## src/rtl/rxmf_pkg.sv

```systemverilog
package rxmf_pkg;

	localparam int CH_W       = 8;
	localparam int PIX_W      = 3 * CH_W;
	localparam int FW_W       = 11;
	localparam int FH_W       = 13;
	localparam int CFG_IDX_W  = 1;
	localparam int CFG_DATA_W = 13;

	localparam int FRAME_WIDTH_RST  = 640;
	localparam int FRAME_HEIGHT_RST = 480;
	localparam int MIN_SIZE         = 3;

	typedef enum logic [CFG_IDX_W-1:0] {
		REG_FRAME_WIDTH  = 1'b0,
		REG_FRAME_HEIGHT = 1'b1
	} cfg_reg_t;

	typedef struct packed {
		logic emit;
		logic line_last;
		logic frame_last;
	} pos_flags_t;

	// Median of five: rank each sample against the others, ties broken by position,
	// and pick the one with two samples below it.
	function automatic logic [CH_W-1:0] median5(input logic [4:0][CH_W-1:0] v);
		logic [2:0]      rank [5];
		logic [CH_W-1:0] res;
		res = '0;
		for (int i = 0; i < 5; i++) begin
			rank[i] = 3'd0;
			for (int j = 0; j < 5; j++) begin
				if (j != i) begin
					if ((v[j] < v[i]) || ((v[j] == v[i]) && (j < i))) begin
						rank[i] = rank[i] + 3'd1;
					end
				end
			end
		end
		for (int i = 0; i < 5; i++) begin
			if (rank[i] == 3'd2) begin
				res = v[i];
			end
		end
		return res;
	endfunction

endpackage

```

## src/rtl/rxmf_core.sv

```systemverilog
module rxmf_core
	import rxmf_pkg::*;
#(
	parameter int IDX_W = 10
) (
	input  logic             clk,
	input  logic             arst_n,
	input  logic             accept,
	input  logic [PIX_W-1:0] px_in,
	input  pos_flags_t       flags_in,
	input  logic [IDX_W-1:0] idx_in,
	input  logic [PIX_W-1:0] upper_rd,
	input  logic [PIX_W-1:0] middle_rd,
	input  logic             out_ready,
	output logic             in_ready,
	output logic             wr_en,
	output logic [IDX_W-1:0] wr_idx,
	output logic [PIX_W-1:0] upper_wd,
	output logic [PIX_W-1:0] middle_wd,
	output logic             out_valid,
	output logic [PIX_W-1:0] out_px,
	output pos_flags_t       out_flags
);

	logic             s1_valid;
	logic [PIX_W-1:0] px_s1;
	pos_flags_t       flags_s1;
	logic [IDX_W-1:0] idx_s1;
	logic             byp_s1;
	logic [PIX_W-1:0] byp_top_s1;
	logic [PIX_W-1:0] byp_mid_s1;

	logic             s2_valid;
	logic [PIX_W-1:0] px_s2;
	pos_flags_t       flags_s2;

	// Window: columns col-1 (top, mid, bottom) and col-2 (top, bottom)
	logic [PIX_W-1:0] win_top1_q, win_mid1_q, win_bot1_q;
	logic [PIX_W-1:0] win_top2_q, win_bot2_q;

	logic             adv;
	logic [PIX_W-1:0] top_eff;
	logic [PIX_W-1:0] mid_eff;
	logic [PIX_W-1:0] med;

	// Stage 1 moves on unless it holds a result that the full output register blocks
	assign adv      = s1_valid && (!s2_valid || out_ready || !flags_s1.emit);
	assign in_ready = !s1_valid || adv;

	// Forward the previous pixel's store update when it hits the same column
	assign top_eff = byp_s1 ? byp_top_s1 : upper_rd;
	assign mid_eff = byp_s1 ? byp_mid_s1 : middle_rd;

	assign wr_en     = adv;
	assign wr_idx    = idx_s1;
	assign upper_wd  = mid_eff;
	assign middle_wd = px_s1;

	// Five-point median per channel
	always_comb begin
		for (int k = 0; k < 3; k++) begin
			med[k*CH_W +: CH_W] = median5({win_top2_q[k*CH_W +: CH_W],
				top_eff[k*CH_W +: CH_W], win_mid1_q[k*CH_W +: CH_W],
				win_bot2_q[k*CH_W +: CH_W], px_s1[k*CH_W +: CH_W]});
		end
	end

	// Stage 1 control
	always_ff @(posedge clk or negedge arst_n) begin
		if (!arst_n) begin
			s1_valid <= 1'b0;
			byp_s1   <= 1'b0;
		end else if (accept) begin
			s1_valid <= 1'b1;
			byp_s1   <= s1_valid && (idx_s1 == idx_in);
		end else if (adv) begin
			s1_valid <= 1'b0;
		end
	end

	// Stage 1 payload
	always_ff @(posedge clk) begin
		if (accept) begin
			px_s1      <= px_in;
			flags_s1   <= flags_in;
			idx_s1     <= idx_in;
			byp_top_s1 <= mid_eff;
			byp_mid_s1 <= px_s1;
		end
	end

	// Shift the window as each pixel leaves stage 1
	always_ff @(posedge clk or negedge arst_n) begin
		if (!arst_n) begin
			win_top1_q <= '0;
			win_mid1_q <= '0;
			win_bot1_q <= '0;
			win_top2_q <= '0;
			win_bot2_q <= '0;
		end else if (adv) begin
			win_top2_q <= win_top1_q;
			win_bot2_q <= win_bot1_q;
			win_top1_q <= top_eff;
			win_mid1_q <= mid_eff;
			win_bot1_q <= px_s1;
		end
	end

	// Output register control
	always_ff @(posedge clk or negedge arst_n) begin
		if (!arst_n) begin
			s2_valid <= 1'b0;
		end else if (adv && flags_s1.emit) begin
			s2_valid <= 1'b1;
		end else if (out_ready) begin
			s2_valid <= 1'b0;
		end
	end

	// Output register payload
	always_ff @(posedge clk) begin
		if (adv && flags_s1.emit) begin
			px_s2    <= med;
			flags_s2 <= flags_s1;
		end
	end

	assign out_valid = s2_valid;
	assign out_px    = px_s2;
	assign out_flags = flags_s2;

endmodule

```

## config.mk

```make
export PLATFORM = sky130hd
export DESIGN_NAME = rxmf_core
export DESIGN_NICKNAME = d
export VERILOG_FILES = /design/src/rtl/rxmf_pkg.sv /design/src/rtl/rxmf_core.sv
export SDC_FILE = /design/constraint.sdc
export NUM_CORES = 1
export LEC_CHECK = 0
export ABC_AREA = 1
export BUFFER_PORTS_ARGS = -buffer_cell sky130_fd_sc_hd__buf_2
export CAP_MARGIN = 40
export CORE_MARGIN = 2
export CORE_UTILIZATION = 66
export DETAILED_ROUTE_END_ITERATION = 7
export GPL_TIMING_DRIVEN = 0
export PLACE_DENSITY = 0.92
export SLEW_MARGIN = 20
export SYNTH_ARGS = -nofsm -noshare
export SYNTH_HDL_FRONTEND = slang
export SYNTH_SLANG_ARGS = --single-unit
export TNS_END_PERCENT = 1
```

## constraint.sdc

```tcl
create_clock -name clk -period 11.2 [get_ports clk]
set_input_delay 2.24 -clock clk [delete_from_list [all_inputs] [get_ports clk]]
set_output_delay 2.24 -clock clk [all_outputs]
set_load 0.01 [all_outputs]
```

## Yosys cells after proc, flatten, opt, wreduce, memory -nomap -nowiden

Index checks and enable logic that the tools add are counted.

| operators by class | value |
|---|---|
| $lt $le $gt $ge | 60 |
| eq/ne operators | 46 |
| add/sub/neg operators | 45 |
| reductions and logical operators | 41 |
| mux-type cells | 81 |

Operator list:

| operator | count |
|---|---|
| $lt 8x8->1 | 60 |
| $eq 8x8->1 | 30 |
| $mux 3 | 45 |
| $add 3x1->3 const B | 40 |
| $mux 8 | 15 |
| $mux 24 | 2 |
| $eq 3x2->1 const B | 15 |
| $logic_or 1x1->1 | 33 |
| $mux 1 | 19 |
| $add 1x1->2 const B | 5 |
| $eq 10x10->1 | 1 |
| $reduce_bool 2->1 | 2 |
| $logic_and 1x1->1 | 3 |
| $logic_not 1->1 | 3 |

| storage, ports and cells | value |
|---|---|
| output and inout port bits | 88 |
| register bits after elaboration | 235 |
| bits of input ports | 89 |
| logic and storage cells | 292 |

## Longest topological paths before layout

Gate-level depths: netlist of the first run.

| logic depth | value |
|---|---|
| depth in word-level cells | 14 |
| gate-level depth with buffers | 28 |
| mapped depth without buffers | 27 |

## Least setup slack after synthesis of the first run

No wires, ideal clock.

| timing path | value |
|---|---|
| kind | input to output |
| start | in out_ready |
| end | out wr_en |
| arrival time | 3.203 ns |
| setup slack | 5.757 ns |
| path buffers | 2 |
| data required time | 8.960 ns |
| cell stages on the path | 6 |
| cell sequence | inv_1 > nand3_1 > nand2_1 > clkinv_1 > clkbuf_1 > clkbuf_1 |

| between the ends | value |
|---|---|
| longest elaborated chain between the ends | 3 |

Ends and longest elaborated chain:

| item | RTL line | source |
|---|---|---|
| start, declared | rxmf_core.sv:14 | `input logic out_ready,` |
| $logic_or 1x1->1 (2 in series) | rxmf_core.sv:47 | `assign adv = s1_valid && (!s2_valid \|\| out_ready \|\| !flags_s1.emit);` |
| $logic_and 1x1->1 | rxmf_core.sv:47 |  |
| end, declared | rxmf_core.sv:16 | `output logic wr_en,` |

No other way between the ends.

## Final worst setup path of the first run

Same ends and word-level chain as after synthesis.

==> results.py, run 1 <==
metrics = {
    "logic_synthesis": {
        "synth.top_cell.area_share": 0.196,
        "synth_area_leaders": "ha_1, edfxtp_1, dfrtp_1, nand2_1, inv_1",
        "yosysSeqAreaShare": 0.362,
        "yosysWarnings": 0,
        "syn_inst": 2184,
        "yosysMostFrequentCell": "nand2_1",
        "yosys.area.top_type": "ha_1",
        "syn_area_um2": 17800,
        "postSynth.asyncResetShare": 0.523,
        "synth_cell_type_count": 39,
        "netlist_top_cells_count": "nand2_1, inv_1, ha_1",
        "syn_avg_cell_area_um2": 8.14,
        "syn_nets": 2552,
        "yosys_most_used_dff": "dfrtp_1",
        "synth-edff-count": 112,
        "ys_seq_elements": 235,
    },
    "critical_path": {
        "timing.rr.start": "byp_s1$_DFFE_PN0P_",
        "rrSetupSlack_ns": 6.21,
        "path_buf_inv": 6,
        "crit_family": "buffers and inverters",
        "critPathCaptureType": "primary output",
        "path_max_fanout": 10,
        "r2r_end": "out_px[3]$_DFFE_PP_",
        "critPathLaunchType": "input pin",
        "crit_type": "in2out",
        "slowest_delay_ns": 0.49,
        "crit_arrival_ns": 4.17,
        "slowest_stage": "clkbuf_1",
        "crit_chain": "buf_2 > inv_1 > nand3_1 > nand2_1 > clkinv_1 > clkbuf_1 > clkbuf_1 > buf_2",
        "cp.required_ns": 8.96,
        "rr_worst_depth": 21,
    },
    "global_routing": {
        "grt_usage": 0.380,
        "grt_pass1_wl_mm": 84.1,
        "antenna_found_initial": 0,
        "grt_pass1_vias": 16200,
        "grt_max_degree": 70,
        "grt_overflow": 0,
    },
    "timing": {
        "rsz0062_at_grt": "no",
        "slew_violations": 0,
        "fin_crit_ns": 6.41,
        "slew_headroom": 0.362,
        "fmax_mhz": 156,
        "setup_tns_ns": 0,
        "hold_viol": 0,
        "tightest_slew_ns": 0.951,
        "setup_viol": 0,
        "period_share": 0.572,
        "fin_skew_ns": 0.0164,
    },
    "job": {
        "max-cap-violations": 0,
    },
    "route": {
        "wirelength_mm": 53.3,
        "first_pass_iters": 6,
        "drtIter0Drc": 1720,
        "wl_per_cell_um": 19.2,
        "via_per_inst": 5.99,
        "dr_total_vias": 16600,
        "drc_errors": 0,
        "ant_nets": 0,
    },
    "finish": {
        "area_delta_synth_final_pct": 13.1,
        "diodes": 0,
        "finalInstanceArea_um2": 20100,
        "drive_gt1_frac": 0.144,
        "nNetsFinal": 2781,
    },
    "min_path": {
        "hp-start": "flags_s1[1]$_DFFE_PP_",
        "holdCritPathClass": "reg2reg",
        "holdPathStages": 0,
        "min_to": "out_flags[1]$_DFFE_PP_",
    },
    "pwr": {
        "ir_drop_mv": 0.141,
        "p_leak_nw": 10.5,
        "p_per_area_nw_per_um2": 220,
    },
    "clocking": {
        "post_cts_buffers": 0,
        "clk_path_buf_depth": 3,
        "cts_resized": 0,
        "root_buffer": "clkbuf_16",
        "path_clk_slew_ns": 0.06,
        "htree_levels": 1,
        "cts_buffers": 26,
        "cts_tree": "built",
        "hold_buffers": 0,
        "clock_latency_ns": 0.54,
        "cts_sinks": 235,
    },
    "floorplanning": {
        "die_area_um2": 28300,
        "fp.dieH_um": 168,
        "core_area_um2": 26700,
        "start_util": 0.665,
        "die_width_um": 168,
        "rows": 60,
        "io_pins": 177,
    },
    "placement": {
        "dpl_cell_area_um2": 19300,
        "io_buffer_count": 176,
        "gp_congestion": 0.974,
        "dp_hpwl_mm": 40.6,
    },
    "status": {
        "status": "completed",
    },
}
[cell families (layout without fill, tap and decap cells)]
family	Yosys count	in the layout	synth area share
xor+xnor	25	25	0.0167
mux	24	24	0.0152
simple gates	983	983	0.250
fa+ha+maj	279	279	0.196
compound gates	282	282	0.0841
flops	235	235	0.362
buf+inv	356	604	0.0751
[area by class of cell]
cell class	count	area, um^2
Tap cell	341	427
Sequential cell	235	6440
Clock inverter	6	48.8
Clock buffer	41	768
Multi-Input combinational cell	1593	10000
Buffer	33	124
Inverter	323	1210
Fill cell	1861	6620
Timing Repair Buffer	201	1080
[metrics by stage]
step / cells / hold WS (ns) / util / total power, mW / worst slack, ns
after global routing: 2773 / 0.424 / 0.752 / 4.76 / 4.71
after global placement: 2701 / 0.410 / 0.714 / 3.38 / 4.97
after detailed placement: 2721 / 0.408 / 0.721 / 3.51 / 4.92
after CTS: 2768 / 0.423 / 0.751 / 4.35 / 4.89
after floorplan: 2184 / 0.400 / - / 2.87 / 5.76
final: 2773 / 0.422 / 0.752 / 4.42 / 4.79
[cells in the final DEF, fill, tap and decap left out, types with 3 or more instances in the layout]
cell	netlist	layout
a21o_1	9	9
a21oi_1	88	88
buf_2	0	192
buf_6	0	4
clkbuf_1	31	41
clkbuf_16	0	27
clkbuf_8	0	4
clkinv_2	0	3
dfrtp_1	123	123
edfxtp_1	112	112
ha_1	279	279
inv_1	320	319
mux2_2	24	24
nand2_1	632	632
nand2_2	28	28
nand2_4	13	13
nand2_8	3	3
nand3_1	138	138
nand3_2	27	27
nand3b_1	5	5
nand4_1	46	46
nand4_2	3	3
nor2_1	72	72
nor3_1	3	3
o21a_1	15	15
o21ai_0	157	154
o21ai_1	4	7
o21bai_1	6	6
or2_0	4	4
xnor2_1	12	12
xnor2_4	3	3
xor2_1	7	7
xor2_2	3	3
[worst reg2reg max path: stages (launching register included)]
cell	delay, ns
dfrtp_1	0.32
clkbuf_1	0.15
buf_6	0.21
clkbuf_1	0.63
o21ai_0	0.49
buf_2	0.28
ha_1	0.29
nand2_1	0.05
nor2_1	0.26
nand2_1	0.10
nand2_1	0.12
nand2_2	0.11
ha_1	0.40
xor2_2	0.17
ha_1	0.17
nand3_1	0.16
xnor2_4	0.42
nand3_1	0.13
nand2_1	0.11
inv_1	0.04
nand2_1	0.05
nand2_1	0.05
[metal layers]
metal,routed length [um],global-route usage
met5,0,0
met4,3420,0.212
met3,5290,0.0745
met2,24400,0.624
met1,20200,0.474
[power breakdown]
part	switching (mW)	total, mW	internal, mW
clock network	0.349	0.821	0.472
logic	1.57	2.36	0.789
registers	0.129	1.23	1.10
[worst max path at each step]
stage          slack, ns  depth (start not counted)    end  startpoint
2_1_floorplan       5.76                          6  wr_en   out_ready
3_3_place_gp        4.97                          8  wr_en   out_ready
3_5_place_dp        4.92                          8  wr_en   out_ready
4_1_cts             4.89                          8  wr_en   out_ready
5_1_grt             4.71                          8  wr_en   out_ready
6_report            4.79                          8  wr_en   out_ready
Note: power is estimated with default switching activity, not from simulation.
==> run 2: changes to the inputs <==
--- a/config.mk
+++ b/config.mk
@@ -9,10 +9,10 @@
 export BUFFER_PORTS_ARGS = -buffer_cell sky130_fd_sc_hd__buf_2
 export CAP_MARGIN = 40
 export CORE_MARGIN = 2
-export CORE_UTILIZATION = 66
+export CORE_UTILIZATION = 61
 export DETAILED_ROUTE_END_ITERATION = 7
 export GPL_TIMING_DRIVEN = 0
-export PLACE_DENSITY = 0.92
+export PLACE_DENSITY = 0.86
 export SLEW_MARGIN = 20
 export SYNTH_ARGS = -nofsm -noshare
 export SYNTH_HDL_FRONTEND = slang
==> constraint.sdc (replaced) <==
create_clock -name clk -period 6.09 [get_ports clk]
set_input_delay 1.218 -clock clk [delete_from_list [all_inputs] [get_ports clk]]
set_output_delay 1.218 -clock clk [all_outputs]
set_load 0.01 [all_outputs]
==> run 2 against run 1 <==
  * Worst setup slack got worse by 3.9 ns
  * Largest cell class unchanged
  * Highest routed layer unchanged
  * Design area increased by 0.66%
  * First-iteration DRC count decreased by 2.2%
  * Global-route usage decreased by 3.0 points
  * Critical endpoint is now out_px[6]$_DFFE_PP_
  * Largest power group unchanged
==> results.py, run 2 (synthesis results as in run 1) <==
metrics = {
    "route": {
        "wirelength_mm": 53.5,
        "drtIter0Drc": 1682,
        "dr_total_vias": 16300,
        "first_pass_iters": 5,
        "drc_errors": 0,
        "via_per_inst": 5.80,
        "wl_per_cell_um": 19.0,
        "ant_nets": 0,
    },
    "clocking": {
        "cts_buffers": 27,
        "cts_sinks": 235,
        "post_cts_buffers": 0,
        "cts_resized": 0,
        "htree_levels": 1,
        "root_buffer": "clkbuf_16",
        "hold_buffers": 0,
        "clk_path_buf_depth": 3,
        "cts_tree": "built",
        "path_clk_slew_ns": 0.06,
        "clock_latency_ns": 0.56,
    },
    "critical_path": {
        "slowest_stage": "clkbuf_1",
        "critPathCaptureType": "flip-flop",
        "r2r_end": "out_px[6]$_DFFE_PP_",
        "rr_worst_depth": 24,
        "path_max_fanout": 10,
        "cp.required_ns": 6.36,
        "slowest_delay_ns": 0.76,
        "critPathLaunchType": "flip-flop",
        "rrSetupSlack_ns": 0.89,
        "crit_path_start": "byp_s1$_DFFE_PN0P_",
        "crit_chain": "clkbuf_1 > clkbuf_1 > nand2_1 > o21ai_0 > inv_1 > ha_1 > inv_1 > nand2_1 > nand2_1 > nand2_1 > nand2_1 > nand2_1 > nand2_1 > nand2_1 > ha_1 > xor2_2 > ha_1 > nand3_1 > xnor2_4 > nand3_1 > nand2_1 > inv_1 > nand2_1 > nand2_1",
        "crit_arrival_ns": 5.47,
        "cp_common_cell": "nand2_1",
        "crit_type": "reg2reg",
        "timing.rr.start": "byp_s1$_DFFE_PN0P_",
    },
    "timing": {
        "fmax_mhz": 192,
        "setup_tns_ns": 0,
        "hold_ws_ns": 0.440,
        "slew_headroom": 0.381,
        "rsz0062_at_grt": "no",
        "hold_viol": 0,
        "tightest_slew_ns": 0.929,
        "setup_viol": 0,
        "slew_violations": 0,
        "fin_skew_ns": 0.0233,
        "fin_ws_ns": 0.894,
        "fin_crit_ns": 5.20,
        "period_share": 0.853,
    },
    "placement": {
        "io_buffer_count": 176,
        "pre_cts_slack_ns": 1.07,
        "dp_hpwl_mm": 40.5,
        "gp_congestion": 0.962,
        "dp.cells": 2764,
        "dpl_cell_area_um2": 19300,
    },
    "global_routing": {
        "grt_max_degree": 72,
        "grt_overflow": 0,
        "grt_pass1_vias": 16000,
        "met1_usage": 0.452,
        "antenna_found_initial": 1,
        "grt_usage": 0.350,
        "use_met3": 0.0566,
        "grt.busiest_layer": "met2",
        "grt_use_met2": 0.569,
        "grt_pass1_wl_mm": 83.4,
    },
    "floorplanning": {
        "core_area_um2": 28700,
        "die_area_um2": 30500,
        "die_width_um": 175,
        "fp.dieH_um": 175,
        "io_pins": 177,
        "rows": 62,
        "start_util": 0.620,
    },
    "finish": {
        "area_delta_synth_final_pct": 13.8,
        "layout_commonest_cell": "nand2_1",
        "final_util": 0.705,
        "drive_gt1_frac": 0.145,
        "layout_common_cells": "nand2_1, inv_1, ha_1",
        "nNetsFinal": 2779,
        "finalInstanceArea_um2": 20200,
        "fin_cells": 2817,
    },
    "job": {
        "max-cap-violations": 0,
    },
    "min_path": {
        "holdCritPathClass": "reg2reg",
        "min_to": "out_flags[0]$_DFFE_PP_",
        "hp-start": "flags_s1[0]$_DFFE_PP_",
        "holdPathStages": 0,
    },
    "status": {
        "status": "completed",
    },
    "pwr": {
        "p_leak_nw": 10.6,
        "p_total_mw": 8.25,
        "p_per_area_nw_per_um2": 407,
        "ir_drop_mv": 0.264,
    },
}
## run 2: cell types whose count changed in the layout (fill, tap and decap cells not counted), sizes merged, moves of 2 or more
cell    before  now
buf        202  199
clkinv       6   13
clkbuf      73   65
bufinv       0    2
## run 2: worst max-delay path by stage
stage / slack, ns / endpoint / cells past startpoint
6_report: 0.89 / out_px[6]$_DFFE_PP_ / 24
5_1_grt: 0.64 / out_px[6]$_DFFE_PP_ / 24
4_1_cts: 1.07 / out_px[6]$_DFFE_PP_ / 24
3_5_place_dp: 1.07 / out_px[6]$_DFFE_PP_ / 22
3_3_place_gp: 0.97 / out_px[7]$_DFFE_PP_ / 17
2_1_floorplan: 2.01 / out_px[7]$_DFFE_PP_ / 16
## run 2: cell type report
| cell class | instances | area (um^2) |
|---|---|---|
| clock inverter | 17 | 164 |
| sequential | 235 | 6440 |
| multi-input combinational | 1593 | 10000 |
| inverter | 323 | 1210 |
| fill | 2244 | 8460 |
| clock buffer | 33 | 751 |
| antenna | 1 | 2.50 |
| tap | 384 | 480 |
| buffer | 33 | 124 |
| timing repair buffer | 198 | 1060 |
## run 2: worst max-delay path, delay by kind of cell (launching register included)
| kind | cells | cell delay (ns) |
|---|---|---|
| DFF | 1 | 0.32 |
| AOI/OAI and AO/OA | 1 | 0.37 |
| buffers and inverters | 5 | 1.57 |
| adders and majority gates | 3 | 0.85 |
| xor gates and xnor gates | 2 | 0.58 |
| and+or+nand+nor | 13 | 1.19 |
## run 2: metal layers
metal	vias up	part of all wire
li1	7688	-
met1	7628	0.40
met2	846	0.46
met3	176	0.090
met4	0	0.055
met5	-	0
## run 2: power by group
group          switching [mW]  internal, mW
Combinational            2.86          1.45
Clock                   0.700         0.972
Sequential              0.241          2.03
Total                    3.80          4.45
