==> config.mk <==
export PLATFORM = sky130hd
export DESIGN_NAME = rxmf_pos
export DESIGN_NICKNAME = d
export VERILOG_FILES = /design/src/rtl/rxmf_pkg.sv /design/src/rtl/rxmf_pos.sv
export SDC_FILE = /design/constraint.sdc
export NUM_CORES = 1
export LEC_CHECK = 0
export BUFFER_PORTS_ARGS = -buffer_cell sky130_fd_sc_hd__buf_2
export CAP_MARGIN = 0
export CORE_MARGIN = 10
export CORE_UTILIZATION = 56
export CTS_BUF_LIST = sky130_fd_sc_hd__clkbuf_2
export CTS_CLUSTER_SIZE = 30
export DETAILED_ROUTE_END_ITERATION = 8
export PLACE_DENSITY_LB_ADDON = 0.2
export SLEW_MARGIN = 10
export SYNTH_ARGS = -nofsm -noshare
export SYNTH_HDL_FRONTEND = slang
export SYNTH_SLANG_ARGS = --single-unit
==> constraint.sdc <==
create_clock -name clk -period 4.2 [get_ports clk]
set_clock_uncertainty 0.2 [all_clocks]
set_input_delay 0.63 -clock clk [delete_from_list [all_inputs] [get_ports clk]]
set_output_delay 0.63 -clock clk [all_outputs]
set_load 0.02 [all_outputs]
==> src/rtl/rxmf_pkg.sv <==
package rxmf_pkg;

	localparam int CH_W       = 8;
	localparam int PIX_W      = 3 * CH_W;
	localparam int FW_W       = 11;
	localparam int FH_W       = 13;
	localparam int CFG_IDX_W  = 1;
	localparam int CFG_DATA_W = 13;

	localparam int FRAME_WIDTH_RST  = 640;
	localparam int FRAME_HEIGHT_RST = 480;
	localparam int MIN_SIZE         = 3;

	typedef enum logic [CFG_IDX_W-1:0] {
		REG_FRAME_WIDTH  = 1'b0,
		REG_FRAME_HEIGHT = 1'b1
	} cfg_reg_t;

	typedef struct packed {
		logic emit;
		logic line_last;
		logic frame_last;
	} pos_flags_t;

	// Median of five: rank each sample against the others, ties broken by position,
	// and pick the one with two samples below it.
	function automatic logic [CH_W-1:0] median5(input logic [4:0][CH_W-1:0] v);
		logic [2:0]      rank [5];
		logic [CH_W-1:0] res;
		res = '0;
		for (int i = 0; i < 5; i++) begin
			rank[i] = 3'd0;
			for (int j = 0; j < 5; j++) begin
				if (j != i) begin
					if ((v[j] < v[i]) || ((v[j] == v[i]) && (j < i))) begin
						rank[i] = rank[i] + 3'd1;
					end
				end
			end
		end
		for (int i = 0; i < 5; i++) begin
			if (rank[i] == 3'd2) begin
				res = v[i];
			end
		end
		return res;
	endfunction

endpackage

==> src/rtl/rxmf_pos.sv <==
module rxmf_pos
	import rxmf_pkg::*;
#(
	parameter int MAX_WIDTH  = 1024,
	parameter int MAX_HEIGHT = 4096
) (
	input  logic                          clk,
	input  logic                          arst_n,
	input  logic                          cfg_valid,
	input  logic [CFG_IDX_W-1:0]          cfg_index,
	input  logic [CFG_DATA_W-1:0]         cfg_data,
	input  logic                          accept,
	input  logic                          frame_start,
	output logic [$clog2(MAX_WIDTH)-1:0]  idx,
	output pos_flags_t                    flags
);

	localparam int IDX_W = $clog2(MAX_WIDTH);
	localparam int WW    = $clog2(MAX_WIDTH + 1);
	localparam int ROW_W = $clog2(MAX_HEIGHT);
	localparam int HW    = $clog2(MAX_HEIGHT + 1);
	localparam int CWW   = (WW > FW_W) ? WW : FW_W;
	localparam int CHW   = (HW > FH_W) ? HW : FH_W;
	localparam int W_RST = (FRAME_WIDTH_RST < MIN_SIZE) ? MIN_SIZE :
		((FRAME_WIDTH_RST > MAX_WIDTH) ? MAX_WIDTH : FRAME_WIDTH_RST);
	localparam int H_RST = (FRAME_HEIGHT_RST < MIN_SIZE) ? MIN_SIZE :
		((FRAME_HEIGHT_RST > MAX_HEIGHT) ? MAX_HEIGHT : FRAME_HEIGHT_RST);

	logic [WW-1:0]    w_eff_q;
	logic [HW-1:0]    h_eff_q;
	logic [IDX_W-1:0] col_q;
	logic [ROW_W-1:0] row_q;

	logic [CWW-1:0]   fw_ext;
	logic [CHW-1:0]   fh_ext;
	logic [WW-1:0]    w_clamp;
	logic [HW-1:0]    h_clamp;
	logic [IDX_W-1:0] col_cur;
	logic [ROW_W-1:0] row_cur;
	logic [WW-1:0]    col_inc;
	logic [HW-1:0]    row_inc;
	logic             col_wrap;
	logic             row_wrap;

	// Clamp written sizes into the supported range
	always_comb begin
		fw_ext = CWW'(cfg_data[FW_W-1:0]);
		fh_ext = CHW'(cfg_data[FH_W-1:0]);
		if (fw_ext < CWW'(MIN_SIZE)) begin
			w_clamp = WW'(MIN_SIZE);
		end else if (fw_ext > CWW'(MAX_WIDTH)) begin
			w_clamp = WW'(MAX_WIDTH);
		end else begin
			w_clamp = fw_ext[WW-1:0];
		end
		if (fh_ext < CHW'(MIN_SIZE)) begin
			h_clamp = HW'(MIN_SIZE);
		end else if (fh_ext > CHW'(MAX_HEIGHT)) begin
			h_clamp = HW'(MAX_HEIGHT);
		end else begin
			h_clamp = fh_ext[HW-1:0];
		end
	end

	// Hold the effective frame size
	always_ff @(posedge clk or negedge arst_n) begin
		if (!arst_n) begin
			w_eff_q <= WW'(W_RST);
			h_eff_q <= HW'(H_RST);
		end else if (cfg_valid) begin
			unique case (cfg_reg_t'(cfg_index))
				REG_FRAME_WIDTH:  w_eff_q <= w_clamp;
				REG_FRAME_HEIGHT: h_eff_q <= h_clamp;
				default:          ;
			endcase
		end
	end

	// Position of the incoming pixel
	always_comb begin
		col_cur  = frame_start ? '0 : col_q;
		row_cur  = frame_start ? '0 : row_q;
		col_inc  = WW'(col_cur) + WW'(1);
		row_inc  = HW'(row_cur) + HW'(1);
		col_wrap = (col_inc >= w_eff_q);
		row_wrap = (row_inc >= h_eff_q);
		idx      = col_cur;
		flags.emit = (row_cur >= ROW_W'(2)) && (col_cur >= IDX_W'(2))
			&& (WW'(col_cur) < w_eff_q) && (HW'(row_cur) < h_eff_q);
		flags.line_last  = (col_inc == w_eff_q);
		flags.frame_last = (col_inc == w_eff_q) && (row_inc == h_eff_q);
	end

	// Advance column and line on each pixel transfer
	always_ff @(posedge clk or negedge arst_n) begin
		if (!arst_n) begin
			col_q <= '0;
			row_q <= '0;
		end else if (accept) begin
			if (col_wrap) begin
				col_q <= '0;
				row_q <= row_wrap ? '0 : row_inc[ROW_W-1:0];
			end else begin
				col_q <= col_inc[IDX_W-1:0];
				row_q <= row_cur;
			end
		end
	end

endmodule

Word level (Yosys, flattened, before mapping) --
Cells that the tools add are included.
Cells by class: multiplexer cells 9, add/sub/neg operators 2, eq/ne operators 2, bitwise logic cells 1, magnitude comparators 10, reduce and logical (&&, ||, !) cells 6
Operators by type and width (count):
- $mux W12 | 3
- $mux W13 | 2
- $mux W11 | 2
- $mux W10 | 2
- $add A12 B1 Y13 const B | 1
- $eq A13 B13 Y1 | 1
- $ge A13 B13 Y1 | 1
- $gt A13 B13 Y1 const B | 1
- $lt A12 B13 Y1 | 1
- $lt A13 B2 Y1 const B | 1
- $ge A12 B2 Y1 const B | 1
- $add A10 B1 Y11 const B | 1
- $eq A11 B11 Y1 | 1
- $ge A11 B11 Y1 | 1
- $gt A11 B11 Y1 const B | 1
- $lt A10 B11 Y1 | 1
- $lt A11 B2 Y1 const B | 1
- $ge A10 B2 Y1 const B | 1
- $logic_and A1 B1 Y1 | 4
- $reduce_and A2 Y1 | 2
- $not A1 Y1 | 1
Storage, ports and cells: flip-flop bits (word level) 46, word-level logic and storage cells 34, bits of input ports 19, output and inout port bits 13

Depth between registers and ports, before layout --
Gate-level depths: netlist of the first run.
depth in word-level cells 5, depth in mapped cells 18, mapped depth without buffers 14

Worst setup path before layout of the first run --
Ideal clock, no wire load.
path type input port to output port, start point input frame_start, end point output flags[0] (netlist name), cell stages on the path 13, data arrival time 4.012 ns, data required time 3.370 ns, path buffers 3, setup slack -0.642 ns, path through clkbuf_1 > clkbuf_1 > clkbuf_1 > nor2b_1 > ha_1 > nand3_1 > nor2_1 > and3_1 > xor2_1 > ha_1 > nand4_1 > nor4_2 > and3_1
RTL lines:
- start: declaration | line rxmf_pos.sv:13 | input logic frame_start,
- end: declaration | line rxmf_pos.sv:15 | output pos_flags_t flags

==> impl_table.tex, run 1 <==
\begin{tabular}{lr}
\hline
Metric & Value \\
\hline
\multicolumn{2}{l}{\textbf{Place}} \\
\quad Number of buffers added on ports & 31 \\
\quad Post-detail-place hpwl & 7.34 mm \\
\quad Worst slack at placement & 0.128 ns \\
\quad Final RePlAce weighted congestion & 0.966 \\
\quad Cell area after placement & 3980 µm² \\
\multicolumn{2}{l}{\textbf{Setup path}} \\
\quad Endpoint of the worst setup timing path & flags[0] \\
\quad Delay of the slowest cell on the worst path & 0.39 ns \\
\quad Terminus of the critical flop-to-flop path & row\_q[9]\$\_DFFE\_PN0P\_ \\
\quad Critical Path AT & 3.23 ns \\
\quad Worst path cell trace & buf\_2, buf\_4, nor2b\_4, ha\_1, nand3\_1, nor2\_2, and3\_4, xor2\_2, ha\_1, nand4\_1, nor4\_4, and3\_4, buf\_2 \\
\quad Register-to-register setup slack & 0.60 ns \\
\quad Slowest-stage cell, CP & sky130\_fd\_sc\_hd\_\_nor4\_4 \\
\quad Crit Path Class & primary input to output port \\
\quad Launching element type of the critical path & primary input \\
\quad Kind of capture point of the worst setup path & output port \\
\quad Register-to-Register Path Depth & 13 \\
\quad Setup crit start & frame\_start \\
\quad Worst endpoint required time & 3.37 ns \\
\quad Reg-to-Reg Start & row\_q[0]\$\_DFFE\_PN0P\_ \\
\quad Maximum fanout along the worst path & 13 \\
\multicolumn{2}{l}{\textbf{Detailed routing}} \\
\quad Per-cell routed wire length & 17.2 µm \\
\quad Total Routed Length & 9.08 mm \\
\quad Initial drt markers & 221 \\
\quad Number of vias per cell & 6.12 \\
\quad Sum of met3 wire segment lengths after detailed routing & 504 µm \\
\quad Met2 routed wirelength & 3.93 mm \\
\quad Wl on met1 & 4.41 mm \\
\quad Total number of vias & 3240 \\
\quad First-pass detailed-route iteration total & 5 \\
\quad Top sig layer & met4 \\
\quad Antenna-violating nets left & 0 \\
\quad Number of DRC violations after detailed routing & 0 \\
\multicolumn{2}{l}{\textbf{GRT}} \\
\quad Total Routing Usage GR & 18.5\% \\
\quad Largest net degree at the start of global routing & 47 \\
\quad GR Overflow Total & 0 \\
\quad Vias in the first global route & 3164 \\
\quad First-pass GRT wire length & 15.4 mm \\
\quad Initial antenna violation count & 0 \\
\multicolumn{2}{l}{\textbf{Yosys}} \\
\quad Number of enable-type register cells in the synthesized netlist & 0 \\
\quad Synthesized netlist cell count & 405 \\
\quad Ys Warns & 0 \\
\quad Async set or reset register ratio after synthesis & 100\% \\
\quad Average footprint of a synthesized cell & 8.97 µm² \\
\quad Prevailing post-synth register cell & sky130\_fd\_sc\_hd\_\_dfrtp\_1 \\
\quad Register bit count reported by yosys & 46 \\
\quad Share of the yosys chip area belonging to registers & 31.9\% \\
\quad Unique cell type count in the Yosys netlist & 51 \\
\quad Number of nets in the synthesized netlist & 474 \\
\quad Area of the mapped netlist & 3630 µm² \\
\multicolumn{2}{l}{\textbf{STA}} \\
\quad Worst hold slack & 0.110 ns \\
\quad Final setup violation count & 0 \\
\quad Max-slew violation count & 0 \\
\quad Fmax achieved & 0.246 GHz \\
\quad Total count of hold-check failures in the final report & 0 \\
\quad Final worst slack & 0.135 ns \\
\quad Final critical path time including I/O delays and setup & 4.06 ns \\
\quad Worst Max-Slew Pin Slew & 0.981 ns \\
\quad Ratio of final minimum period to clock period & 96.8\% \\
\quad Relative slew slack & 34.6\% \\
\multicolumn{2}{l}{\textbf{Clock network}} \\
\quad Inserted Clock Buffers & 5 \\
\quad Latest clock arrival within the worst-skew pair & 0.44 ns \\
\quad Root buf cell & sky130\_fd\_sc\_hd\_\_clkbuf\_2 \\
\quad Maximum root-to-sink buffer count & 2 \\
\quad Number of hold-repair buffers added at the cts stage & 0 \\
\quad Clock-pin slew on the worst setup and hold paths & 0.23 ns \\
\quad Clock tree from TritonCTS & built \\
\quad Count of clock tree sinks & 46 \\
\quad H-tree depth & 2 \\
\multicolumn{2}{l}{\textbf{Power and ir drop}} \\
\quad Relative contribution of the clock network to total power & 25.2\% \\
\quad Share of power burned in combinational logic & 31.5\% \\
\quad Sw Share & 33.8\% \\
\quad Max IR drop VDD & 215 µV \\
\quad Pint & 0.000821 W \\
\quad Net switching power figure & 0.000418 W \\
\quad Total design power & 0.00124 W \\
\quad Cell area power density & 298 nW/µm² \\
\quad Sequential share of power & 43.3\% \\
\quad Leak Pwr & 2.07 nW \\
\multicolumn{2}{l}{\textbf{Min path}} \\
\quad Hold Crit Class & primary input to asynchronous set/reset pin \\
\multicolumn{2}{l}{\textbf{Final layout}} \\
\quad Signed area change from the synthesized netlist to the final layout & 14.3\% \\
\quad Final Cell Area & 4150 µm² \\
\quad Diode count & 0 \\
\quad Utilization after layout & 65.8\% \\
\quad Number of inserted filler cells in the final layout & 536 \\
\quad Number of nets in the layout & 520 \\
\quad Share of cells above drive strength 1 & 19.7\% \\
\multicolumn{2}{l}{\textbf{Floorplanning}} \\
\quad Die extent in y & 101 µm \\
\quad Starting density of the core & 57.5\% \\
\quad Width of the chip & 101 µm \\
\quad Total die area & 10100 µm² \\
\quad I/O Pins & 32 \\
\quad Placeable core region & 6310 µm² \\
\quad Rows & 29 \\
\multicolumn{2}{l}{\textbf{Job}} \\
\quad Maxcap violations & 0 \\
\multicolumn{2}{l}{\textbf{Run status}} \\
\quad Outcome & finished, final reports clean \\
\hline
\end{tabular}
[timing repair]
action,in CTS,in global routing
buffers inserted,0,5
endpoints found under the setup margin,0,1
resized for setup,0,11
[through the flow]
stage | setup TNS, ns | instances
after global placement | 0 | 516
after global routing | -0.0168 | 529
after CTS | 0 | 524
after floorplan | 0 | 405
after detailed placement | 0 | 516
final | 0 | 529
[metal layers]
layer / GRT usage [%] / up-vias
li1: - / 1567
met1: 26.3 / 1537
met2: 27.3 / 114
met3: 3.57 / 22
met4: 6.30 / 0
met5: 0 / -
[flip-flops by register name, summed over array words and instances, names as in the netlist]
name     count
h_eff_q     13
col_q       10
row_q       12
w_eff_q     11
[layout by cell type, fill, tap and decap left out, types with 6 or more instances in the layout]
master                      count
sky130_fd_sc_hd__a21o_1         7
sky130_fd_sc_hd__dfstp_2        6
sky130_fd_sc_hd__buf_2         31
sky130_fd_sc_hd__inv_1         33
sky130_fd_sc_hd__ha_1          50
sky130_fd_sc_hd__nand4_1        6
sky130_fd_sc_hd__xor2_1         9
sky130_fd_sc_hd__nand3_1       10
sky130_fd_sc_hd__o21ai_0       26
sky130_fd_sc_hd__nand2_1       28
sky130_fd_sc_hd__nor2b_1       18
sky130_fd_sc_hd__a22o_1        18
sky130_fd_sc_hd__dfrtp_1       39
sky130_fd_sc_hd__nand2b_1       7
sky130_fd_sc_hd__a21oi_1       18
sky130_fd_sc_hd__buf_4         22
sky130_fd_sc_hd__and3_1         8
sky130_fd_sc_hd__o2bb2ai_1      7
sky130_fd_sc_hd__nor2_1        26
[power groups by stage]
stage	Combinational [W]	Sequential [W]	Clock [W]
floorplan	0.000272	0.000526	0
global placement	0.000367	0.000541	0
detailed placement	0.000378	0.000543	0
CTS	0.000380	0.000535	0.000317
global route	0.000440	0.000544	0.000333
finish	0.000390	0.000536	0.000312
[area by class of cell]
cell class              count  area, µm²  share of cell area [%]
clock buffers               5       25.0                   0.603
clock inverters             3       68.8                    1.66
inverters                  35        131                    3.16
multi-input cells         310       2350                    56.6
flip-flops and latches     46       1160                    27.9
well taps                  77       96.3                    2.32
repair buffers             53        320                    7.72
[worst max-delay path, delay by kind of cell]
kind	cells	cell delay (ns)
XOR/XNOR	1	0.08
buffers and inverters	3	0.55
adder cells (fa/ha/maj)	2	0.53
AND/OR/NAND/NOR	7	1.45
[synth_stat cells (2+ instances only)]
library cell | number | area share [%]
sky130_fd_sc_hd__buf_2 | 3 | 0.41
sky130_fd_sc_hd__o31ai_1 | 5 | 1.0
sky130_fd_sc_hd__nor2_1 | 28 | 2.9
sky130_fd_sc_hd__nor3_1 | 4 | 0.55
sky130_fd_sc_hd__o21ai_0 | 26 | 3.6
sky130_fd_sc_hd__nand3_1 | 10 | 1.4
sky130_fd_sc_hd__and4_1 | 2 | 0.48
sky130_fd_sc_hd__nand4_1 | 6 | 1.0
sky130_fd_sc_hd__o2bb2ai_1 | 7 | 1.7
sky130_fd_sc_hd__a211oi_1 | 3 | 0.62
sky130_fd_sc_hd__xor2_1 | 11 | 2.7
sky130_fd_sc_hd__a21o_1 | 7 | 1.4
sky130_fd_sc_hd__nor4_4 | 2 | 1.2
sky130_fd_sc_hd__nor4_1 | 4 | 0.69
sky130_fd_sc_hd__a21oi_1 | 18 | 2.5
sky130_fd_sc_hd__xnor2_1 | 5 | 1.2
sky130_fd_sc_hd__nand2b_1 | 8 | 1.4
sky130_fd_sc_hd__o21a_1 | 5 | 1.0
sky130_fd_sc_hd__nand2_1 | 28 | 2.9
sky130_fd_sc_hd__ha_1 | 50 | 17
sky130_fd_sc_hd__o22ai_1 | 2 | 0.34
sky130_fd_sc_hd__mux2_2 | 2 | 0.62
sky130_fd_sc_hd__clkbuf_1 | 11 | 1.1
sky130_fd_sc_hd__a22oi_1 | 4 | 0.83
sky130_fd_sc_hd__dfstp_2 | 6 | 4.3
sky130_fd_sc_hd__or4_1 | 2 | 0.41
sky130_fd_sc_hd__inv_1 | 34 | 3.5
sky130_fd_sc_hd__a22o_1 | 18 | 4.3
sky130_fd_sc_hd__a32oi_1 | 2 | 0.48
sky130_fd_sc_hd__a31oi_1 | 3 | 0.52
sky130_fd_sc_hd__dfrtp_1 | 40 | 28
sky130_fd_sc_hd__nor2b_1 | 21 | 3.6
sky130_fd_sc_hd__and3_1 | 10 | 1.7
[worst min path at each step]
stage / start / endpoint / slack [ns] / cells past startpoint
after floorplan: arst_n / col_q[0]$_DFFE_PN0P_ / 0.13 / 0
after global placement: h_eff_q[11]$_DFFE_PN0P_ / h_eff_q[11]$_DFFE_PN0P_ / 0.27 / 2
after detailed placement: w_eff_q[2]$_DFFE_PN0P_ / w_eff_q[2]$_DFFE_PN0P_ / 0.28 / 2
after CTS: arst_n / h_eff_q[1]$_DFFE_PN0P_ / 0.13 / 1
after global routing: arst_n / h_eff_q[1]$_DFFE_PN0P_ / 0.16 / 1
final: arst_n / row_q[9]$_DFFE_PN0P_ / 0.11 / 1
[cell families (layout without fill, tap and decap cells)]
group / after synthesis / after routing / share of synthesized area (%)
DFF: 46 / 46 / 31.9
muxes: 2 / 2 / 0.620
AOI/OAI and AO/OA: 110 / 110 / 21.3
xor gates and xnor gates: 16 / 16 / 3.86
buffers and inverters: 49 / 96 / 5.17
adders and majority gates: 50 / 50 / 17.2
and+or+nand+nor: 132 / 132 / 19.9
Note: power is estimated with default switching activity, not from simulation.
==> run 2, diff against run 1 <==
==> constraint.sdc (replaced) <==
create_clock -name clk -period 4.2 [get_ports clk]
set_clock_uncertainty 0.2 [all_clocks]
set_input_delay 0 -clock clk [delete_from_list [all_inputs] [get_ports clk]]
set_output_delay 0 -clock clk [all_outputs]
set_load 0.02 [all_outputs]
==> impl_table.tex, run 2 (synthesis results as in run 1) <==
\begin{tabular}{lr}
\hline
Metric & Value \\
\hline
\multicolumn{2}{l}{\textbf{Place}} \\
\quad Number of buffers added on ports & 31 (unchanged) \\
\quad Dpl cells & 502 (-2.7\%) \\
\quad Final RePlAce weighted congestion & 0.937 (-3.0\%) \\
\quad Cell area after placement & 3850 µm² (-3.2\%) \\
\quad Post-detail-place hpwl & 7.30 mm (-0.66\%) \\
\multicolumn{2}{l}{\textbf{Job}} \\
\quad Maxcap violations & 0 (unchanged) \\
\multicolumn{2}{l}{\textbf{Detailed routing}} \\
\quad Number of DRC violations after detailed routing & 0 (unchanged) \\
\quad Per-cell routed wire length & 18.0 µm (+4.6\%) \\
\quad Total Routed Length & 9.63 mm (+6.0\%) \\
\quad Number of vias per cell & 5.97 (-2.5\%) \\
\quad Antenna-violating nets left & 0 (unchanged) \\
\quad First-pass detailed-route iteration total & 5 (unchanged) \\
\quad Initial drt markers & 204 (-7.7\%) \\
\quad Total number of vias & 3202 (-1.2\%) \\
\multicolumn{2}{l}{\textbf{Final layout}} \\
\quad Diode count & 0 (unchanged) \\
\quad Largest register by flop count & h\_eff\_q \\
\quad Number of flip-flops under the largest register name & 13 (unchanged) \\
\quad Final cell count without fillers & 536 (+1.3\%) \\
\quad Registers with the most flip-flops & h\_eff\_q: 13 flops, row\_q: 12 flops, w\_eff\_q: 11 flops \\
\quad Utilization after layout & 66.2\% (+0.42 points) \\
\quad Most common cell after layout, fill and taps aside & sky130\_fd\_sc\_hd\_\_ha\_1 \\
\quad Number of inserted filler cells in the final layout & 524 (-2.2\%) \\
\quad Share of cells above drive strength 1 & 13.5\% (-6.2 points) \\
\quad Final Cell Area & 4180 µm² (+0.63\%) \\
\quad Signed area change from the synthesized netlist to the final layout & 15.0\% \\
\quad Area taken by multi-input logic gates & 2290 µm² (-2.3\%) \\
\quad Number of nets in the layout & 527 (+1.3\%) \\
\quad Most frequent cells in the layout & sky130\_fd\_sc\_hd\_\_ha\_1, sky130\_fd\_sc\_hd\_\_dfrtp\_1, sky130\_fd\_sc\_hd\_\_inv\_1, sky130\_fd\_sc\_hd\_\_buf\_2, sky130\_fd\_sc\_hd\_\_nand2\_1 \\
\quad Area taken by flip-flops and latches & 1160 µm² (-0.11\%) \\
\multicolumn{2}{l}{\textbf{Power and ir drop}} \\
\quad Net switching power figure & 0.000404 W (-3.3\%) \\
\quad Relative contribution of the clock network to total power & 20.8\% (-4.4 points) \\
\quad Pint & 0.000758 W (-7.6\%) \\
\quad Max IR drop VDD & 181 µV (-16\%) \\
\quad Leak Pwr & 2.06 nW (-0.34\%) \\
\quad Cell area power density & 278 nW/µm² (-6.7\%) \\
\quad Sequential share of power & 45.9\% (+2.6 points) \\
\quad Sw Share & 34.8\% (+1.0 points) \\
\quad Share of power burned in combinational logic & 33.3\% (+1.8 points) \\
\multicolumn{2}{l}{\textbf{Setup path}} \\
\quad Slowest-stage cell, CP & sky130\_fd\_sc\_hd\_\_a2111o\_1 \\
\quad Worst endpoint required time & 4.35 ns (+0.98 ns) \\
\quad Delay of the slowest cell on the worst path & 0.51 ns (+0.12 ns) \\
\quad Launching element type of the critical path & flop \\
\quad CP delay by family, top & simple AND/OR/NAND/NOR gates \\
\quad Critical Path AT & 4.06 ns (+0.83 ns) \\
\quad Cell count along the critical path & 14 (+1) \\
\quad Cell repeated most along the worst path & sky130\_fd\_sc\_hd\_\_nand4\_1 \\
\quad Crit Path Class & flop to flop \\
\quad Kind of capture point of the worst setup path & flop \\
\quad Number of buffer and inverter stages on the critical path & 1 (-2) \\
\quad Worst path cell trace & nor2b\_1, ha\_2, nand4\_1, nor2\_2, and3\_1, xor2\_1, ha\_1, and4\_1, nand4\_1, inv\_1, a2111o\_1, nor2\_4, a21oi\_1, a211oi\_1 \\
\quad Register-to-Register Path Depth & 14 (+1) \\
\quad Maximum fanout along the worst path & 10 (-3) \\
\multicolumn{2}{l}{\textbf{GRT}} \\
\quad Largest net degree at the start of global routing & 47 (unchanged) \\
\quad Vias in the first global route & 3184 (+0.63\%) \\
\quad GR Overflow Total & 0 (unchanged) \\
\quad Initial antenna violation count & 0 (unchanged) \\
\quad First-pass GRT wire length & 16.3 mm (+5.9\%) \\
\quad Total Routing Usage GR & 19.7\% (+1.2 points) \\
\multicolumn{2}{l}{\textbf{STA}} \\
\quad Setup repair after global routing missed its margin & no \\
\quad Ratio of final minimum period to clock period & 93.0\% (-3.8 points) \\
\quad Setup tns final & 0 ns (unchanged) \\
\quad Final critical path time including I/O delays and setup & 3.91 ns (-0.159 ns) \\
\quad Total count of hold-check failures in the final report & 0 (unchanged) \\
\quad Final setup violation count & 0 (unchanged) \\
\quad Worst hold slack & 0.0477 ns (-0.0621 ns) \\
\quad Max-slew violation count & 0 (unchanged) \\
\quad Fmax achieved & 0.256 GHz (+4.1\%) \\
\quad Worst Max-Slew Pin Slew & 1.02 ns (+0.0342 ns) \\
\quad Relative slew slack & 32.3\% (-2.3 points) \\
\multicolumn{2}{l}{\textbf{Min path}} \\
\quad Hold Crit Class & primary input to asynchronous set/reset pin \\
\multicolumn{2}{l}{\textbf{Clock network}} \\
\quad Maximum root-to-sink buffer count & 2 (unchanged) \\
\quad H-tree depth & 2 (unchanged) \\
\quad Inserted Clock Buffers & 5 (unchanged) \\
\quad Clock tree from TritonCTS & built \\
\quad Clock-pin slew on the worst setup and hold paths & 0.23 ns (about the same) \\
\quad Root buf cell & sky130\_fd\_sc\_hd\_\_clkbuf\_2 \\
\quad Count of clock tree sinks & 46 (unchanged) \\
\quad Latest clock arrival within the worst-skew pair & 0.42 ns (-0.02 ns) \\
\multicolumn{2}{l}{\textbf{Floorplanning}} \\
\quad Starting density of the core & 57.5\% (unchanged) \\
\quad Width of the chip & 101 µm (unchanged) \\
\quad I/O Pins & 32 (unchanged) \\
\quad Rows & 29 (unchanged) \\
\quad Die extent in y & 101 µm (unchanged) \\
\quad Total die area & 10100 µm² (unchanged) \\
\quad Placeable core region & 6310 µm² (unchanged) \\
\multicolumn{2}{l}{\textbf{Run status}} \\
\quad Outcome & finished, final reports clean \\
\hline
\end{tabular}
## run 2: cell count changes in the layout (fill, tap and decap cells not counted), sizes merged
cell / before / now
dlygate4sd3: 0 / 24
buf: 53 / 36
clkbuf: 5 / 6
bufinv: 2 / 1
## run 2: worst paths after layout
kind	startpoint	end	slack (ns)
worst max-delay path	row_q[0]$_DFFE_PN0P_	row_q[9]$_DFFE_PN0P_	0.29
worst min-delay path	arst_n	row_q[4]$_DFFE_PN0P_	0.05
worst max register to register	row_q[0]$_DFFE_PN0P_	row_q[9]$_DFFE_PN0P_	0.29
worst min register to register	h_eff_q[9]$_DFFE_PN0P_	h_eff_q[9]$_DFFE_PN0P_	0.33
max in group asynchronous	arst_n	h_eff_q[4]$_DFFE_PN0P_	3.11
min in group clk	cfg_index	w_eff_q[0]$_DFFE_PN0P_	0.07
## run 2: timing repair
item                                    CTS  global route
buffers inserted                          0             2
endpoints found under the setup margin    0            10
endpoints found under the hold margin    82             0
hold buffers                             24             0
gates resized for setup                   0             3
## run 2: area by class of cell
class                      instances  share of cell area [%]
clock buffer                       6                   0.719
clock inverter                     2                   0.809
inverter                          35                    3.14
multi-input combinational        310                    54.9
sequential                        46                    27.7
tap                               77                    2.31
timing repair buffer              60                    10.4
## run 2: routing by layer
metal	global-route usage, %	vias up	routed length [µm]
met5	0	-	0
met1	27.8	1518	4630
met3	3.70	12	482
met2	30.1	102	4370
li1	-	1570	-
met4	5.22	0	144
## run 2: per-stage QoR
| stage | worst slack [ns] | power (W) |
|---|---|---|
| 2_1_floorplan | 0.0583 | 0.000790 |
| 3_3_place_gp | 0.293 | 0.000882 |
| 3_5_place_dp | 0.248 | 0.000897 |
| 4_1_cts | 0.174 | 0.00116 |
| 5_1_grt | 0.0403 | 0.00124 |
| 6_report | 0.294 | 0.00116 |
## run 2: power groups by stage
stage	Combinational (W)	Clock (W)	Sequential, W
3_5_place_dp	0.000357	0	0.000540
4_1_cts	0.000379	0.000250	0.000532
3_3_place_gp	0.000344	0	0.000538
6_report	0.000388	0.000241	0.000534
2_1_floorplan	0.000264	0	0.000526
5_1_grt	0.000439	0.000266	0.000540
==> run 3, diff against run 2 <==
- HOLD_SLACK_MARGIN: not set -> 0.12
==> impl_table.tex, run 3 (synthesis results as in run 1) <==
\begin{tabular}{lr}
\hline
Metric & Value \\
\hline
\multicolumn{2}{l}{\textbf{STA}} \\
\quad Total count of hold-check failures in the final report & 0 (unchanged) \\
\quad Setup repair after global routing missed its margin & no \\
\quad Final setup violation count & 0 (unchanged) \\
\quad Relative slew slack & 58.1\% (+26 points) \\
\quad Fmax achieved & 0.255 GHz (-0.54\%) \\
\quad Setup tns final & 0 ns (unchanged) \\
\quad Max-slew violation count & 0 (unchanged) \\
\quad Ratio of final minimum period to clock period & 93.5\% (+0.51 points) \\
\quad Worst Max-Slew Pin Slew & 0.623 ns (-0.392 ns) \\
\quad Final critical path time including I/O delays and setup & 3.93 ns (+0.0214 ns) \\
\multicolumn{2}{l}{\textbf{Setup path}} \\
\quad Worst endpoint required time & 4.36 ns (about the same) \\
\quad Kind of capture point of the worst setup path & flop \\
\quad Reg-to-Reg Start & row\_q[0]\$\_DFFE\_PN0P\_ \\
\quad Crit Path Class & flop to flop \\
\quad Launching element type of the critical path & flop \\
\quad Register-to-Register Path Depth & 15 (+1) \\
\quad Terminus of the critical flop-to-flop path & row\_q[7]\$\_DFFE\_PN0P\_ \\
\quad Critical Path AT & 4.09 ns (+0.03 ns) \\
\quad Maximum fanout along the worst path & 10 (unchanged) \\
\quad Register-to-register setup slack & 0.27 ns (-0.02 ns) \\
\multicolumn{2}{l}{\textbf{Floorplanning}} \\
\quad Die extent in y & 101 µm (unchanged) \\
\quad Total die area & 10100 µm² (unchanged) \\
\quad Placeable core region & 6310 µm² (unchanged) \\
\quad Width of the chip & 101 µm (unchanged) \\
\quad Rows & 29 (unchanged) \\
\quad I/O Pins & 32 (unchanged) \\
\quad Starting density of the core & 57.5\% (unchanged) \\
\multicolumn{2}{l}{\textbf{GRT}} \\
\quad Total Routing Usage GR & 20.2\% (+0.50 points) \\
\quad Initial antenna violation count & 0 (unchanged) \\
\quad First-pass GRT wire length & 16.7 mm (+2.1\%) \\
\quad GR Overflow Total & 0 (unchanged) \\
\quad Vias in the first global route & 3288 (+3.3\%) \\
\quad Largest net degree at the start of global routing & 41 (-13\%) \\
\multicolumn{2}{l}{\textbf{Clock network}} \\
\quad Clock-pin slew on the worst setup and hold paths & 0.24 ns (about the same) \\
\quad H-tree depth & 2 (unchanged) \\
\quad Latest clock arrival within the worst-skew pair & 0.43 ns (about the same) \\
\quad Count of clock tree sinks & 46 (unchanged) \\
\quad Root buf cell & sky130\_fd\_sc\_hd\_\_clkbuf\_2 \\
\quad Inserted Clock Buffers & 5 (unchanged) \\
\quad Maximum root-to-sink buffer count & 2 (unchanged) \\
\quad Clock tree from TritonCTS & built \\
\multicolumn{2}{l}{\textbf{Min path}} \\
\quad Worst Hold Path EP & w\_eff\_q[5]\$\_DFFE\_PN0P\_ \\
\quad Worst hold path depth & 3 \\
\quad Critical hold path startpoint & cfg\_data[5] \\
\quad Hold Crit Class & primary input to flop \\
\multicolumn{2}{l}{\textbf{Detailed routing}} \\
\quad Antenna-violating nets left & 0 (unchanged) \\
\quad Total number of vias & 3260 (+1.8\%) \\
\quad Number of DRC violations after detailed routing & 0 (unchanged) \\
\quad Total Routed Length & 9.94 mm (+3.2\%) \\
\quad First-pass detailed-route iteration total & 4 (-1) \\
\quad Number of vias per cell & 5.97 (about the same) \\
\quad Initial drt markers & 245 (+20\%) \\
\quad Per-cell routed wire length & 18.2 µm (+1.3\%) \\
\multicolumn{2}{l}{\textbf{Final layout}} \\
\quad Number of nets in the layout & 537 (+1.9\%) \\
\quad Most frequent cells in the layout & sky130\_fd\_sc\_hd\_\_ha\_1, sky130\_fd\_sc\_hd\_\_dfrtp\_1, sky130\_fd\_sc\_hd\_\_inv\_1, sky130\_fd\_sc\_hd\_\_dlygate4sd3\_1, sky130\_fd\_sc\_hd\_\_buf\_2 \\
\quad Diode count & 0 (unchanged) \\
\quad Share of cells above drive strength 1 & 13.4\% (-0.075 points) \\
\quad Number of flip-flops under the largest register name & 13 (unchanged) \\
\quad Most common cell after layout, fill and taps aside & sky130\_fd\_sc\_hd\_\_ha\_1 \\
\quad Largest register by flop count & h\_eff\_q \\
\quad Registers with the most flip-flops & h\_eff\_q: 13 flops, row\_q: 12 flops, w\_eff\_q: 11 flops \\
\quad Signed area change from the synthesized netlist to the final layout & 18.1\% \\
\quad Utilization after layout & 67.9\% (+1.7 points) \\
\multicolumn{2}{l}{\textbf{Place}} \\
\quad Final RePlAce weighted congestion & 0.937 (unchanged) \\
\quad Number of buffers added on ports & 31 (unchanged) \\
\quad Post-detail-place hpwl & 7.30 mm (unchanged) \\
\multicolumn{2}{l}{\textbf{Power and ir drop}} \\
\quad Max IR drop VDD & 190 µV (+4.9\%) \\
\quad Leak Pwr & 2.12 nW (+2.7\%) \\
\quad Cell area power density & 276 nW/µm² (-1.0\%) \\
\multicolumn{2}{l}{\textbf{Job}} \\
\quad Maxcap violations & 0 (unchanged) \\
\multicolumn{2}{l}{\textbf{Run status}} \\
\quad Outcome & finished, final reports clean \\
\hline
\end{tabular}
-- run 3: how the worst max path moves through the flow --
stage,cells past startpoint,slack (ns),to,start
floorplan,18,0.06,row_q[8]$_DFFE_PN0P_,frame_start
global placement,13,0.29,row_q[7]$_DFFE_PN0P_,col_q[1]$_DFFE_PN0P_
detailed placement,13,0.25,row_q[6]$_DFFE_PN0P_,col_q[1]$_DFFE_PN0P_
CTS,13,0.17,row_q[6]$_DFFE_PN0P_,col_q[1]$_DFFE_PN0P_
global route,14,0.04,row_q[6]$_DFFE_PN0P_,row_q[0]$_DFFE_PN0P_
finish,15,0.27,row_q[7]$_DFFE_PN0P_,row_q[0]$_DFFE_PN0P_
-- run 3: area by class of cell --
type,count,area (µm²)
fillers,502,2030
multi-input cells,310,2290
inverters,35,131
well taps,77,96.3
repair buffers,70,543
flip-flops and latches,46,1160
clock inverters,2,33.8
clock buffers,6,30.0
-- run 3: metrics by stage --
stage	hold WS [ns]	power [W]	worst slack, ns	cell area [µm²]	std cells
after floorplan	-0.496	0.000790	0.0583	3630	405
after global placement	0.0159	0.000882	0.293	3850	502
after detailed placement	0.0276	0.000897	0.248	3850	502
after CTS	0.175	0.00117	0.174	4260	544
after global routing	0.182	0.00126	0.0440	4290	546
final	0.191	0.00118	0.273	4290	546
-- run 3: where the power goes --
part / switching [W] / leakage, nW / internal (W) / total (W)
Clock: 0.000143 / 0.0406 / 0.000101 / 0.000245
Combinational: 0.000226 / 1.49 / 0.000177 / 0.000403
Sequential: 0.0000424 / 0.593 / 0.000492 / 0.000534
Total: 0.000412 / 2.12 / 0.000770 / 0.00118
-- run 3: per-layer routing --
metal / wire, µm / global-route usage, % / up-vias
li1: - / - / 1592
met1: 4650 / 27.5 / 1546
met2: 4530 / 31.7 / 106
met3: 571 / 3.98 / 16
met4: 189 / 6.09 / 0
met5: 0 / 0 / -
-- run 3: worst max-delay path: stages, from the launching register on --
cell and delay [ns]:
sky130_fd_sc_hd__dfrtp_1 0.46, sky130_fd_sc_hd__nor2b_1 0.26, sky130_fd_sc_hd__ha_2 0.29, sky130_fd_sc_hd__nand4_1 0.17, sky130_fd_sc_hd__nor2_2 0.23, sky130_fd_sc_hd__and3_1 0.25, sky130_fd_sc_hd__xor2_1 0.21, sky130_fd_sc_hd__ha_1 0.28
sky130_fd_sc_hd__and4_1 0.21, sky130_fd_sc_hd__nand4_1 0.09, sky130_fd_sc_hd__inv_1 0.07, sky130_fd_sc_hd__a2111o_1 0.51, sky130_fd_sc_hd__nor2_4 0.29, sky130_fd_sc_hd__buf_4 0.16, sky130_fd_sc_hd__a22oi_1 0.07, sky130_fd_sc_hd__o21ai_0 0.10
-- run 3: timing repair --
action | 4_1_cts | 5_1_grt
setup buffers | 0 | 2
endpoints found under the setup margin | 0 | 10
resized for setup | 0 | 3
hold endpoints to repair | 92 | 0
hold buffers | 34 | 0
